### config.mk
export PLATFORM = sky130hd
export DESIGN_NAME = bbk_cmp
export DESIGN_NICKNAME = d
export VERILOG_FILES = /design/src/hw/rtl/bbk_pkg.sv /design/src/hw/rtl/bbk_cmp.sv
export SDC_FILE = /design/constraint.sdc
export NUM_CORES = 1
export LEC_CHECK = 0
export CORE_UTILIZATION = 40
export DETAILED_ROUTE_END_ITERATION = 12
export DONT_BUFFER_PORTS = 1
export PLACE_DENSITY = 0.53
export SLEW_MARGIN = 20
export SYNTH_ARGS = -nofsm -noshare
export SYNTH_HDL_FRONTEND = slang
export SYNTH_SLANG_ARGS = --single-unit
### constraint.sdc
create_clock -name vclk -period 4.3
set_clock_uncertainty 0.1 [all_clocks]
set_input_delay 0.43 -clock vclk [all_inputs]
set_output_delay 0.43 -clock vclk [all_outputs]
set_load 0.02 [all_outputs]
### src/hw/rtl/bbk_pkg.sv
package bbk_pkg;

  localparam int SCORE_W = 32;
  localparam int DATA_W  = 64;
  localparam int OCC_W   = 7;
  localparam int RIDX_W  = 6;

  localparam logic OP_INSERT = 1'b0;
  localparam logic OP_READ   = 1'b1;

  typedef struct packed {
    logic signed [SCORE_W-1:0] score;
    logic signed [DATA_W-1:0]  x;
    logic signed [DATA_W-1:0]  y;
    logic signed [DATA_W-1:0]  z;
  } entry_t;

  // outcome of one compare step of the sift unit
  typedef struct packed {
    logic pick_right;
    logic swap;
  } cmp_res_t;

endpackage

### src/hw/rtl/bbk_cmp.sv
module bbk_cmp
  import bbk_pkg::*;
(
  input  logic signed [SCORE_W-1:0] cur_score,
  input  logic signed [SCORE_W-1:0] left_score,
  input  logic signed [SCORE_W-1:0] right_score,
  input  logic                      has_right,
  output cmp_res_t                  res
);

  logic signed [SCORE_W-1:0] big_score;

  always_comb begin
    // ties go to the left child
    res.pick_right = has_right && (left_score < right_score);
    big_score      = res.pick_right ? right_score : left_score;
    res.swap       = cur_score < big_score;
  end

endmodule

==> results by group <==
Status
  – Status: finished, violations left
  – Failing checks: setup timing

Yosys
  – Post-synth top area share: between 40% and 50%
  – Synth top cells by count: ha_1 (62), inv_1 (34), mux2i_1 (31)
  – Syn Area/Cell: 7.89 um^2
  – Post-synthesis cell area: 1870 um^2
  – Top-count cell post-synth: ha_1
  – Mapped Nets: 396
  – Yosys top cell by area: ha_1
  – Distinct cells, synth: 31
  – Synth area leaders: ha_1 (41%), mux2i_1 (17%), inv_1 (6.8%)
  – Post-synthesis sequential area ratio: 0%
  – Synth Instances: 237
  – Yosys warns: 0

Critical path
  – Critical Path Max Stage Delay: 0.48 ns
  – Crit path top cell by count: a21o_1
  – Startpoint Class: input pin
  – Crit path capture: res[0]
  – Crit-path cells: ha_4, a2111o_1, a311oi_2, o22ai_2, or4_4, nand2_8, buf_6, mux2i_2, ha_1, a21o_1, a21o_1, a2111oi_4, nand2_1, a211o_1, a21o_1, nand3_4
  – CP Capture Type: output port
  – Highest-delay cell along the critical path: or4_4
  – Kind of critical path: in2out
  – Crit path launch: left_score[1]
  – Arr. time, crit path: 3.91 ns
  – Worst endpoint required time: 3.77 ns
  – Max FO, Critical Path: 6

Global route
  – Initial antenna violation count: 0
  – Largest net degree at the start of global routing: 10
  – Total global routing overflow: 0
  – Vias in the first global route: 1787
  – First-pass GRT wire length: 7.45 mm
  – Global Route Usage Sum: 17.8%

Detailed routing
  – Post-route ant nets: 0
  – DRC errors left: 0
  – Pre-antenna DRT Iters: 4
  – Mean number of vias per cell: 5.74
  – Total Wirelength: 4.71 mm
  – Drt wl/cell: 15.1 um
  – Detailed-route via count: 1791
  – Starting DRT DRC Count: 24

Power
  – Switching share of power: 47.6%
  – Pwr Total: 0.000328 W
  – Internal power: 0.000172 W
  – Comb power frac: 100.0%
  – Sequential power share: 0%
  – Pwr/cell area: 130 nW/um^2
  – Leakage power: 1.14 nW
  – VDD IR max: 0.0528 mV
  – Net Sw Power: roughly 0.00016 W
  – Clk network pwr share: 0%

Finish
  – Sequential cell area: 0 um^2
  – Area Overhead vs Synth: 34.6%
  – CLK BUF: 0
  – Fillcell total: around 430
  – Layout cells sized above 1: 30.4%
  – Num sequential: 0
  – Layout net count: 421
  – Final core occ: approximately 57%
  – Antenna Cells: 0

Placement
  – Routability Congestion: 0.760
  – DP HPWL: 4.06 mm
  – Port Buffers: 0

STA
  – Setup WS post-layout: -0.142 ns
  – Final worst path period share: 103%
  – Slew margin rel.: 75.0%
  – Max-slew violation count: 0
  – Setup TNS: -0.142 ns
  – Max Clk Rate: between 0.2 and 0.25 GHz
  – Final min period: 4.44 ns
  – RSZ-0062 raised after global routing: yes
  – Final Hold Vio Count: 0
  – Final setup fails: 1
  – Slew of the pin with the lowest slew margin: 0.374 ns

Floorplan
  – I/O Pins: 99
  – Die Area: 4950 um^2
  – Rows: 24
  – Chip height: 70.4 um
  – Starting density of the core: 42.4%
  – Die X: 70.4 um
  – Core area: 4410 um^2

Flow run
  – Total of max-cap violations: 0

Worst hold path
  – Worst hold path class: in2out
-- cells in the final DEF, fill, tap and decap left out, types with 2 or more instances in the layout --
master,instances
o21ai_0,5
nand2b_1,2
nor2_1,3
buf_6,2
mux2i_1,28
buf_12,2
a21oi_1,17
nand2_1,19
o21ai_1,6
a2111oi_4,2
a21oi_2,5
a21o_1,6
inv_1,23
ha_2,2
ha_4,15
inv_4,5
ha_1,45
nand2_2,2
buf_4,21
mux2i_2,3
o21a_1,2
and4_1,2
a221oi_2,3
nand3_1,5
inv_2,5
nand4_1,8
-- power groups by stage --
stage,Combinational [W],Sequential [W],Clock (W)
CTS,0.000301,0,0
detailed placement,0.000272,0,0
finish,0.000328,0,0
floorplan,0.000203,0,0
global placement,0.000271,0,0
global route,0.000366,0,0
-- routing by layer --
| layer | global-route usage [%] | wire length, um | up-vias |
|---|---|---|---|
| li1 | - | - | 935 |
| met5 | 0 | 0 | - |
| met4 | 0 | 12 | 0 |
| met1 | 22.1 | 1980 | 791 |
| met3 | 3.03 | 379 | 2 |
| met2 | 33.3 | 2340 | 63 |
-- worst max-delay path, delay by kind of cell --
family	cells	cell delay, ns
and+or+nand+nor	4	0.82
buffers and inverters	1	0.11
adders and majority gates	2	0.47
AOI/OAI and AO/OA	8	1.90
muxes	1	0.19
-- how the worst min path moves through the flow --
stage | startpoint | endpoint | slack (ns) | depth (start not counted)
after floorplan | left_score[0] | res[0] | 1.03 | 3
after global placement | left_score[0] | res[0] | 1.07 | 3
after detailed placement | left_score[0] | res[0] | 1.06 | 3
after CTS | left_score[0] | res[0] | 1.06 | 3
after global routing | left_score[0] | res[0] | 1.07 | 3
final | left_score[0] | res[0] | 1.05 | 3
-- per-stage QoR --
stage          cell area, um^2  std cells  setup slack, ns  hold WS [ns]
3_5_place_dp              2140        306           -0.344          1.06
3_3_place_gp              2140        306           -0.351          1.07
6_report                  2520        312           -0.142          1.05
5_1_grt                   2520        312           -0.330          1.07
4_1_cts                   2300        309           -0.183          1.06
2_1_floorplan             1940        237          -0.0416          1.03
-- cells by family after synthesis --
group,count (synthesis),synth area share (%)
muxes,31,16.6
adders and majority gates,62,41.5
buffers and inverters,37,8.63
and+or+nand+nor,53,14.9
AOI/OAI and AO/OA,54,18.5
-- area by class of cell --
class              instances  area (um^2)  share of cell area, %
inverters                 34          153                   6.06
multi-input cells        200         2070                   82.0
repair buffers            26          235                   9.34
well taps                 52         65.1                   2.58
-- what timing repair did --
item,in CTS,in global routing
hold buffers,0,0
gates resized for setup,22,42
pin swaps,25,31
setup endpoints to repair,1,1
setup buffers,4,3
Note: power is estimated with default switching activity, not from simulation.
